[config.mk]
export PLATFORM = sky130hd
export DESIGN_NAME = pirq_interrupt_router_core
export DESIGN_NICKNAME = d
export VERILOG_FILES = /design/src/rtl/pirq_pkg.sv /design/src/rtl/pirq_front.sv /design/src/rtl/pirq_fifo.sv /design/src/rtl/pirq_back.sv /design/src/rtl/pirq_interrupt_router_core.sv
export SDC_FILE = /design/constraint.sdc
export NUM_CORES = 1
export LEC_CHECK = 0
export ABC_CLOCK_PERIOD_IN_PS = 2500
export BUFFER_PORTS_ARGS = -buffer_cell sky130_fd_sc_hd__buf_2
export CORE_MARGIN = 5
export CORE_UTILIZATION = 25
export CTS_CLUSTER_SIZE = 30
export DETAILED_ROUTE_END_ITERATION = 7
export RECOVER_POWER = 25
export SYNTH_ARGS = -nofsm -noshare
export SYNTH_HDL_FRONTEND = slang
export SYNTH_SLANG_ARGS = --single-unit
[constraint.sdc]
create_clock -name clk_i -period 2.5 [get_ports clk_i]
set_input_delay 0.375 -clock clk_i [delete_from_list [all_inputs] [get_ports clk_i]]
set_output_delay 0.375 -clock clk_i [all_outputs]
set_load 0.02 [all_outputs]
[src/rtl/pirq_pkg.sv]
// Package for the PIRQ interrupt router: payload structs, queue entry type,
// register index codes and SCI pin decode. No dependencies.
package pirq_pkg;

  localparam int unsigned MAX_PIRQS   = 8;
  localparam int unsigned LEGACY_PINS = 16;
  localparam int unsigned GSI_W       = 5;
  localparam int unsigned QDEPTH      = 2;
  localparam int unsigned QPTR_W      = $clog2(QDEPTH);
  localparam int unsigned QCNT_W      = $clog2(QDEPTH + 1);

  localparam logic [63:0] ROUTES_RESET = 64'h8080_8080_8080_8080;
  localparam logic [2:0]  SCI_RESET    = 3'd0;

  localparam logic [GSI_W-1:0] SCI_PIN_9  = GSI_W'(9);
  localparam logic [GSI_W-1:0] SCI_PIN_10 = GSI_W'(10);
  localparam logic [GSI_W-1:0] SCI_PIN_11 = GSI_W'(11);
  localparam logic [GSI_W-1:0] SCI_PIN_20 = GSI_W'(20);
  localparam logic [GSI_W-1:0] SCI_PIN_21 = GSI_W'(21);

  typedef enum logic [0:0] {
    CFG_PIRQ_ROUTES = 1'b0,
    CFG_SCI_SELECT  = 1'b1
  } pirq_cfg_e;

  typedef enum logic {
    REQ_PIRQ = 1'b0,
    REQ_SCI  = 1'b1
  } pirq_req_e;

  typedef struct packed {
    logic       req_type;
    logic [2:0] line_index;
    logic       level;
  } pirq_in_t;

  typedef struct packed {
    logic [GSI_W-1:0] gsi_number;
    logic             pin_level;
    logic             last;
  } pirq_out_t;

  // One queue entry holds every word an input causes; two is clear for SCI.
  typedef struct packed {
    logic             two;
    logic [GSI_W-1:0] gsi0;
    logic             lvl0;
    logic [GSI_W-1:0] gsi1;
    logic             lvl1;
  } pirq_job_t;

  typedef struct packed {
    logic             en;
    logic [GSI_W-1:0] pin;
  } sci_route_t;

  function automatic sci_route_t sci_decode(logic [2:0] sel);
    sci_route_t r;
    r.en  = 1'b1;
    r.pin = SCI_PIN_9;
    unique case (sel)
      3'd0:    r.pin = SCI_PIN_9;
      3'd1:    r.pin = SCI_PIN_10;
      3'd2:    r.pin = SCI_PIN_11;
      3'd4:    r.pin = SCI_PIN_20;
      3'd5:    r.pin = SCI_PIN_21;
      default: r.en  = 1'b0;
    endcase
    return r;
  endfunction

  // OR of all enabled lines whose routing byte names the given legacy pin.
  function automatic logic legacy_or(logic [MAX_PIRQS-1:0] lv, logic [63:0] routes,
                                     logic [3:0] pin);
    logic acc;
    acc = 1'b0;
    for (int i = 0; i < MAX_PIRQS; i++) begin
      if (!routes[8*i+7] && routes[8*i +: 4] == pin) begin
        acc = acc | lv[i];
      end
    end
    return acc;
  endfunction

endpackage

[src/rtl/pirq_front.sv]
// Front end of the PIRQ router: configuration registers, line state, and
// classification of each input into a queue entry. Depends on pirq_pkg.
module pirq_front import pirq_pkg::*; #(
  parameter int unsigned NUM_PIRQS = 8
) (
  input  logic       clk_i,
  input  logic       rst_ni,
  input  logic       cfg_valid_i,
  input  logic [0:0] cfg_index_i,
  input  logic [63:0] cfg_data_i,
  input  logic       in_accept_i,
  input  pirq_in_t   in_data_i,
  output logic       push_o,
  output pirq_job_t  job_o
);

  logic [63:0]          routes_q;
  logic [2:0]           sci_sel_q;
  logic [NUM_PIRQS-1:0] levels_q, levels_d;
  logic                 sci_q, sci_d;

  logic [MAX_PIRQS-1:0] lv_cur, lv_new;
  logic                 line_ok;
  sci_route_t           sci_r;
  logic [3:0]           route;
  logic [GSI_W-1:0]     apic_pin;

  always_ff @(posedge clk_i or negedge rst_ni) begin
    if (!rst_ni) begin
      routes_q  <= ROUTES_RESET;
      sci_sel_q <= SCI_RESET;
      levels_q  <= '0;
      sci_q     <= 1'b0;
    end else begin
      if (cfg_valid_i) begin
        unique case (cfg_index_i)
          CFG_PIRQ_ROUTES: routes_q  <= cfg_data_i;
          CFG_SCI_SELECT:  sci_sel_q <= cfg_data_i[2:0];
        endcase
      end
      levels_q <= levels_d;
      sci_q    <= sci_d;
    end
  end

  always_comb begin
    lv_cur = '0;
    lv_cur[NUM_PIRQS-1:0] = levels_q;
    line_ok  = ({1'b0, in_data_i.line_index} < 4'(NUM_PIRQS));
    sci_r    = sci_decode(sci_sel_q);
    route    = routes_q[{in_data_i.line_index, 3'b000} +: 4];
    apic_pin = {2'b10, in_data_i.line_index};

    lv_new = lv_cur;
    if (in_data_i.req_type == REQ_PIRQ && line_ok) begin
      lv_new[in_data_i.line_index] = in_data_i.level;
    end

    levels_d = levels_q;
    sci_d    = sci_q;
    push_o   = 1'b0;
    job_o    = '0;

    if (in_data_i.req_type == REQ_PIRQ) begin
      job_o.two  = 1'b1;
      job_o.gsi0 = apic_pin;
      job_o.lvl0 = lv_new[in_data_i.line_index] | (sci_q & sci_r.en & (sci_r.pin == apic_pin));
      job_o.gsi1 = {1'b0, route};
      job_o.lvl1 = legacy_or(lv_new, routes_q, route)
                 | (sci_q & sci_r.en & (sci_r.pin == {1'b0, route}));
      if (in_accept_i && line_ok) begin
        levels_d = lv_new[NUM_PIRQS-1:0];
        push_o   = 1'b1;
      end
    end else begin
      // Pins 20 and 21 are APIC pins of lines 4 and 5; the rest are legacy.
      job_o.gsi0 = sci_r.pin;
      job_o.lvl0 = in_data_i.level | (sci_r.pin[4] ? lv_cur[sci_r.pin[2:0]]
                                                   : legacy_or(lv_cur, routes_q,
                                                               sci_r.pin[3:0]));
      if (in_accept_i && in_data_i.level != sci_q) begin
        sci_d  = in_data_i.level;
        push_o = sci_r.en;
      end
    end
  end

endmodule

[src/rtl/pirq_fifo.sv]
// Short queue between the front and back of the PIRQ router.
// Holds pirq_job_t entries from pirq_pkg.
module pirq_fifo import pirq_pkg::*; (
  input  logic      clk_i,
  input  logic      rst_ni,
  input  logic      push_i,
  input  pirq_job_t wdata_i,
  input  logic      pop_i,
  output pirq_job_t rdata_o,
  output logic      full_o,
  output logic      empty_o
);

  pirq_job_t         mem_q [QDEPTH];
  logic [QPTR_W-1:0] wptr_q, rptr_q;
  logic [QCNT_W-1:0] cnt_q;

  always_ff @(posedge clk_i) begin
    if (push_i) begin
      mem_q[wptr_q] <= wdata_i;
    end
  end

  always_ff @(posedge clk_i or negedge rst_ni) begin
    if (!rst_ni) begin
      wptr_q <= '0;
      rptr_q <= '0;
      cnt_q  <= '0;
    end else begin
      if (push_i) begin
        wptr_q <= wptr_q + 1'b1;
      end
      if (pop_i) begin
        rptr_q <= rptr_q + 1'b1;
      end
      if (push_i && !pop_i) begin
        cnt_q <= cnt_q + 1'b1;
      end else if (pop_i && !push_i) begin
        cnt_q <= cnt_q - 1'b1;
      end
    end
  end

  assign rdata_o = mem_q[rptr_q];
  assign full_o  = (cnt_q == QCNT_W'(QDEPTH));
  assign empty_o = (cnt_q == '0);

endmodule

[src/rtl/pirq_back.sv]
// Back end of the PIRQ router: turns queue entries into result words, one
// word per cycle unless the output stalls, through an output register. Depends on pirq_pkg.
module pirq_back import pirq_pkg::*; (
  input  logic      clk_i,
  input  logic      rst_ni,
  input  pirq_job_t job_i,
  input  logic      empty_i,
  output logic      pop_o,
  output logic      out_valid_o,
  input  logic      out_ready_i,
  output pirq_out_t out_data_o
);

  logic      phase_q, phase_d;
  logic      valid_q, valid_d;
  pirq_out_t data_q, data_d;
  logic      load;

  always_comb begin
    load    = (!valid_q || out_ready_i) && !empty_i;
    valid_d = valid_q;
    phase_d = phase_q;
    data_d  = data_q;
    pop_o   = 1'b0;
    if (!valid_q || out_ready_i) begin
      valid_d = !empty_i;
    end
    if (load) begin
      if (phase_q) begin
        data_d  = '{gsi_number: job_i.gsi1, pin_level: job_i.lvl1, last: 1'b1};
        phase_d = 1'b0;
        pop_o   = 1'b1;
      end else begin
        data_d  = '{gsi_number: job_i.gsi0, pin_level: job_i.lvl0, last: !job_i.two};
        phase_d = job_i.two;
        pop_o   = !job_i.two;
      end
    end
  end

  always_ff @(posedge clk_i or negedge rst_ni) begin
    if (!rst_ni) begin
      valid_q <= 1'b0;
      phase_q <= 1'b0;
    end else begin
      valid_q <= valid_d;
      phase_q <= phase_d;
    end
  end

  always_ff @(posedge clk_i) begin
    data_q <= data_d;
  end

  assign out_valid_o = valid_q;
  assign out_data_o  = data_q;

endmodule

[src/rtl/pirq_interrupt_router_core.sv]
// PIRQ interrupt router top level: front end, two-entry queue, back end.
// An input's first word goes through the queue, then the output register.
// Throughput: the back end sends one word per cycle unless the output stalls,
// so a PIRQ change yields two words and an SCI change one; the front takes an
// input whenever the queue has room. Reset is asynchronous, active low: routes
// all disabled, SCI select zero, all line levels and the SCI level deasserted.
module pirq_interrupt_router_core import pirq_pkg::*; #(
  parameter int unsigned NUM_PIRQS = 8
) (
  input  logic        clk_i,
  input  logic        rst_ni,
  input  logic        cfg_valid_i,
  output logic        cfg_ready_o,
  input  logic [0:0]  cfg_index_i,
  input  logic [63:0] cfg_data_i,
  input  logic        in_valid_i,
  output logic        in_ready_o,
  input  pirq_in_t    in_data_i,
  output logic        out_valid_o,
  input  logic        out_ready_i,
  output pirq_out_t   out_data_o
);

  logic      push, pop, full, empty;
  pirq_job_t job_in, job_out;

  assign cfg_ready_o = 1'b1;
  assign in_ready_o  = !full;

  pirq_front #(.NUM_PIRQS(NUM_PIRQS)) u_front (
    .clk_i       (clk_i),
    .rst_ni      (rst_ni),
    .cfg_valid_i (cfg_valid_i),
    .cfg_index_i (cfg_index_i),
    .cfg_data_i  (cfg_data_i),
    .in_accept_i (in_valid_i && !full),
    .in_data_i   (in_data_i),
    .push_o      (push),
    .job_o       (job_in)
  );

  pirq_fifo u_fifo (
    .clk_i   (clk_i),
    .rst_ni  (rst_ni),
    .push_i  (push),
    .wdata_i (job_in),
    .pop_i   (pop),
    .rdata_o (job_out),
    .full_o  (full),
    .empty_o (empty)
  );

  pirq_back u_back (
    .clk_i       (clk_i),
    .rst_ni      (rst_ni),
    .job_i       (job_out),
    .empty_i     (empty),
    .pop_o       (pop),
    .out_valid_o (out_valid_o),
    .out_ready_i (out_ready_i),
    .out_data_o  (out_data_o)
  );

endmodule
# After elaboration in Yosys (flattened, before gate mapping)
# Memories as Yosys holds them, arrays and structs flattened.
# Cells that the tools add are included.
[totals]
ff_bits = 89
ramBits = 24
inputBits = 75
output_inout_bits = 10
wordCells = 169
n_memories = 1
[op_classes]
n_addsub = 4
magnitude_cmp = 3
eq_ne = 24
shifts = 1
mux = 57
n_bitwise = 22
reduce_logical = 45
[mem_list]
columns = ["name", "depth", "width", "read_ports", "rd_ports_with_merged_regs", "write_ports", "line_no", "source"]
rows = [
  ["u_fifo.mem_q", 2, 12, 1, 0, 1, "pirq_fifo.sv:14", "pirq_job_t mem_q [QDEPTH];"],
]
[ops]
columns = ["operator", "n"]
rows = [
  ["$eq A4 B4 Y1", 16],
  ["$shiftx A64 B7 Y4", 1],
  ["$mux W1", 46],
  ["$logic_and A1 B1 Y1", 22],
  ["$pmux W5 S4", 1],
  ["$or A1 B1 Y1", 17],
  ["$logic_not A1 Y1", 14],
  ["$bwmux W8", 1],
  ["$lt A3 B4 Y1 const B", 2],
  ["$mux W8", 1],
  ["$reduce_and A2 Y1", 4],
  ["$mux W7", 1],
  ["$bmux W1 S3", 2],
  ["$eq A3 B3 Y1 const B", 2],
  ["$mux W6", 1],
  ["$eq A5 B4 Y1", 1],
  ["$eq A5 B5 Y1", 1],
  ["$mux W5", 1],
  ["$reduce_or A5 Y1", 1],
  ["$mux W2", 2],
  ["$and A1 B1 Y1", 3],
  ["$demux W1 S3", 1],
  ["$eq A3 B1 Y1 const B", 1],
  ["$eq A3 B2 Y1 const B", 1],
  ["11 further kinds", 13],
]

# Longest topological paths before layout
[logic_depth]
ltp_word = 31
depth_mapped = 10
mapped_depth_nobuf = 7

# By module
# From an unflattened synthesis, not the netlist that was laid out.
[unflattened]
hier_cells = 477
hier_area_um2 = 5317.6
[modules_own_cells]
columns = ["module", "n_inst", "cells_each", "area_each_um2", "seq_area_each_um2"]
rows = [
  ["pirq_front", 1, 393, 3754.9, 1311.3],
  ["pirq_fifo", 1, 56, 1124.8, 880.8],
  ["pirq_back", 1, 24, 416.6, 260.2],
  ["pirq_interrupt_router_core", 1, 4, 21.3, 0.0],
]

# Least setup slack after synthesis
# OpenSTA, ideal clock, no wires.
[synth_timing]
path_type = "reg-to-reg"
startpoint = "reg u_front.sci_sel_q[0]"
endpoint = "mem u_fifo.mem_q[0][0] (netlist name), enable pin"
setup_time_ns = 0.396
t_arrival_ns = 2.077
t_required_ns = 2.104
setup_slack_ns = 0.027
path_stages_with_launch = 7
path_buffers = 3
synth_period_minus_slack_ns = 2.473
path_cell_list = "dfrtp_1 -> clkbuf_1 -> clkbuf_1 -> clkbuf_1 -> o21ai_0 -> a21oi_1 -> nor3_1"
[synth_between]
elab_chain_len = 7
word_cells_on_any_way = 11
cone_classes = "eq/ne: 4; mux: 5; reduce/logical: 2"
[synth_rtl]
columns = ["item", "line_no", "source"]
rows = [
  ["start: declaration", "pirq_front.sv:18", "logic [2:0] sci_sel_q;"],
  ["start signal: assignment", "pirq_front.sv:38", "CFG_SCI_SELECT: sci_sel_q <= cfg_data_i[2:0];"],
  ["$eq A3 B1 Y1, or another cell as far along", "pirq_pkg.sv:61", "unique case (sel)"],
  ["$reduce_or A5 Y1 (no line) (*)", "-", ""],
  ["$mux W1 (*)", "pirq_pkg.sv:61", ""],
  ["$mux W1 (*)", "pirq_front.sv:81", "if (in_accept_i && in_data_i.level != sci_q) begin"],
  ["$mux W1 (*)", "pirq_front.sv:64", "if (in_data_i.req_type == REQ_PIRQ) begin"],
  ["$mux W1 (*)", "pirq_fifo.sv:19", "if (push_i) begin"],
  ["$mux W1 (implied by the code) (*)", "pirq_fifo.sv:20", "mem_q[wptr_q] <= wdata_i;"],
  ["end: declaration", "pirq_fifo.sv:14", ""],
]
# Every way passes the cells marked *; elsewhere a longest branch is shown, timed or not.

==> summary.md <==
| Metric | Value |
|---|---|
| Via count of the first global-routing pass | 4130 |
| Via count | between 4000 and 5000 |
| Synthesized net count | between 500 and 600 |
| Number of nets at the end of the flow | 667 |
| Fin worst setup slack | ~66 ps |
| Clock tree sinks | 89 |
| Cell Chain, Critical Path | mux4_2 > or2_4 > and3_4 > o2111ai_4 > o22ai_2 > a311oi_2 > a41oi_2 |
| Number of DRC violations after detailed-routing iteration 0 | 219 |
| Most used cells in the layout excluding fill and tap cells | sky130_fd_sc_hd__buf_4 (84), sky130_fd_sc_hd__buf_2 (57), sky130_fd_sc_hd__mux2_2 (48), sky130_fd_sc_hd__dfrtp_1 (48) |
| Fraction of layout cells with a size suffix above 1 | approximately two fifths |
| Highest ir drop seen on vdd | 0.472 mV |
| First-pass detailed-route iteration total | 4 |
| Maximum count of clock buffers along a single path | 2 |
| Global router's overall resource usage | 12.6% |
| Row cnt | 53 |
| Number of antenna violations at the first check in global routing | 0 |
| Stage delay of the slowest cell on the critical path | 500 ps |
| Async set or reset register ratio after synthesis | between 60% and 70% |
| Wire length of the first global-routing pass | 23200 µm |
| Synth-to-layout area growth | 29.7% |
| Number of distinct library cells after synthesis | between 60 and 70 |
| Global placement routability congestion | ~0.89 |
| RSZ-0062 raised after global routing | true |
| Avg Inst Size Synth | 11.1 µm² |
| Leading cell type in the layout, fill and taps excluded | sky130_fd_sc_hd__buf_4 |
| Worst Max-Slew Pin Slew | 1450 ps |
| Final worst path period share | 97.4% |
| Critical path start-end classification | flop to flop |
| Outcome | complete, no violations |
| Initial Util | 25.1% |
| Max-slew violations | 0 |
| Startpoint kind of the worst setup timing path | flop |
| DR vias/cell | 4.62 |
| Data required time at the worst endpoint | 2570 ps |
| Buffer cell driving the clock tree root | sky130_fd_sc_hd__clkbuf_16 |
| Leak pwr | ~2.7 nW |
| Clk_skew | 6.14 ps |
| Synthesized netlist cell count | 471 |
| Num CTS Buffers | 9 |
| Register-to-register setup slack | 70 ps |
| Power, Total | 0.00561 W |
| Average wire per cell in the routed design | 16.6 µm |
| Post-synthesis sequential area ratio | 45.7% |
| Crit. Startpoint | u_front.routes_q[33] |
| Drt total wl | 14500 µm |
| Total Die Area | 23900 µm² |
| Final number of hold-violating endpoints | 0 |
| Number of enable-type register cells in the synthesized netlist | 31 |
| Switching share of power | approximately a third |
| Worst path slowest cell | sky130_fd_sc_hd__mux4_2 |
| Yosys reg bits | 89 |
| Top cells by area, synth | sky130_fd_sc_hd__dfrtp_1 (24%), sky130_fd_sc_hd__edfxtp_1 (18%), sky130_fd_sc_hd__mux2_2 (10%) |
| Sequential cell fraction of total power | a little under two fifths |
| Most used flip-flop cell after synthesis | sky130_fd_sc_hd__dfrtp_1 |
| Clock input transition at the sequential cells of the worst setup and hold paths | around 60 ps |
| PortBufs | 59 |
| Yosys warning total | 0 |
| Switch Pwr | 0.00185 W |
| Count of inserted antenna diode cells | 0 |
| Pin count of the biggest net entering global routing | 53 |
| Beginning of the worst hold path | out_ready_i |
| Cell internal pwr | 0.00376 W |
| Die Wd | 155 µm |
| Worst r2r src | u_front.routes_q[33] |
| Achievable Freq | between 400 and 500 MHz |
| Half-perimeter wire length after placement | approximately 11000 µm |
| Core area | 20800 µm² |
| DRC violations left | 0 |
| Total negative setup slack | 0 ps |
| Share of the synthesized area in the top cell type | 23.9% |
| Hold Crit Class | input pin to flop |
| Detail Route Antenna Nets | 0 |
| Setup Viol. Count Final | 0 |
| Critical path endpoint category | flop |
| Critical path peak fanout | 3 |
| Slew headroom | 3.12% |
| Die height | 155 µm |
| Netlist area before placement | 5230 µm² |
| Logic gate share of total power | around 36% |
| Clock network fraction of design power | 25.4% |
| Total I/O pin count | between 80 and 90 |
| Shortest clock period the worst path allows after layout | 2430 ps |
| Power density cells | 827 nW/µm² |
| H-tree levels | 3 |
| Skew-Pair Late Insertion Delay | about 360 ps |
| CTS tree | done |
| Critical path arrival | about 2500 ps |
| Post-place setup slack | -297 ps |
| Overflow left after global routing | 0 |
| Number of max-cap violations | 0 |
| Largest area contributor in the synthesized netlist | sky130_fd_sc_hd__dfrtp_1 |
[cell usage after synthesis, types with 7 or more instances]
master                     number
sky130_fd_sc_hd__edfxtp_1      31
sky130_fd_sc_hd__xnor2_1       14
sky130_fd_sc_hd__nand2_1       31
sky130_fd_sc_hd__mux2i_1       20
sky130_fd_sc_hd__xor2_1        19
sky130_fd_sc_hd__nand2b_1       7
sky130_fd_sc_hd__mux2_2        48
sky130_fd_sc_hd__clkbuf_1      23
sky130_fd_sc_hd__nor3_1        11
sky130_fd_sc_hd__a21oi_1       14
sky130_fd_sc_hd__dfrtp_1       50
sky130_fd_sc_hd__buf_1          7
sky130_fd_sc_hd__o21ai_0       26
sky130_fd_sc_hd__mux4_2         8
sky130_fd_sc_hd__dfstp_2        8
sky130_fd_sc_hd__nor3b_1       18
sky130_fd_sc_hd__o211ai_1       8
sky130_fd_sc_hd__and3b_1        7
sky130_fd_sc_hd__inv_1         10
sky130_fd_sc_hd__o32a_1         8
sky130_fd_sc_hd__nor2_1        26
[logic make-up after synthesis]
| group | after synthesis | synth area share [%] |
|---|---|---|
| simple gates | 140 | 15.3 |
| buf+inv | 50 | 4.50 |
| mux | 78 | 18.5 |
| compound gates | 79 | 10.1 |
| xor+xnor | 33 | 5.53 |
| fa+ha+maj | 1 | 0.239 |
| flops | 89 | 45.7 |
| other cells | 1 | 0.0717 |
[critical path, delay by kind of cell, from the launching register on]
family,cells,cell delay (ps)
AO/OA/AOI/OAI,4,820
flip-flops,1,400
AND/OR/NAND/NOR,2,440
multiplexers,1,500
[metrics by stage]
step	cell area (µm²)	instances	hold WS, ps	util, %
CTS	6720	869	205	32.3
detailed placement	6390	852	232	30.7
global route	6780	871	223	32.6
finish	6780	871	219	32.6
global placement	6390	852	233	30.7
floorplan	5230	471	79.4	-
[routing by layer]
metal  up-vias  wire length, µm  track usage, %
met2        91             6750            19.4
met3        15              802            3.11
met4         0              170            3.36
li1       1978                -               -
met5         -                0               0
met1      1941             6750            17.7
[power groups by stage]
stage	clock network, W	logic [W]	registers, W
finish	0.00143	0.00203	0.00215
global route	0.00152	0.00224	0.00220
CTS	0.00146	0.00201	0.00216
detailed placement	0	0.00199	0.00219
global placement	0	0.00197	0.00217
floorplan	0	0.00117	0.00220
[area by class of cell]
class                      instances  area (µm²)
sequential                        89        2390
multi-input combinational        332        2660
inverter                          10        37.5
clock inverter                     4        51.3
clock buffer                      12         258
tap                              275         344
timing repair buffer             149        1030
fill                            2195       14000
[state kept, by name, indices dropped and copies added, names as in the netlist]
| signal | cells |
|---|---|
| u_back.out_data_o | 7 |
| u_back.out_valid_o | 1 |
| u_back.phase_q | 1 |
| u_fifo.cnt_q | 2 |
| u_fifo.mem_q | 24 |
| u_fifo.rptr_q | 1 |
| u_fifo.wptr_q | 1 |
| u_front.levels_q | 8 |
| u_front.routes_q | 40 |
| u_front.sci_q | 1 |
| u_front.sci_sel_q | 3 |
[path summary, 6_finish.rpt]
path	cells after the start	end
worst max register to register	7	u_fifo.mem_q[0][0]
worst min-delay path	2	u_back.out_valid_o
worst min register to register	1	u_fifo.cnt_q[1]
min in group asynchronous	2	u_back.out_valid_o
worst max-delay path	7	u_fifo.mem_q[0][0]
max in group asynchronous	3	u_front.routes_q[47]
[timing repair]
action,in CTS,in global routing
resized for setup,1,12
endpoints found under the setup margin,2,4
hold buffers,1,0
setup buffers,0,2
pin swaps,0,7
endpoints found under the hold margin,6,0
No activity file was read; power rests on OpenSTA's default activity.
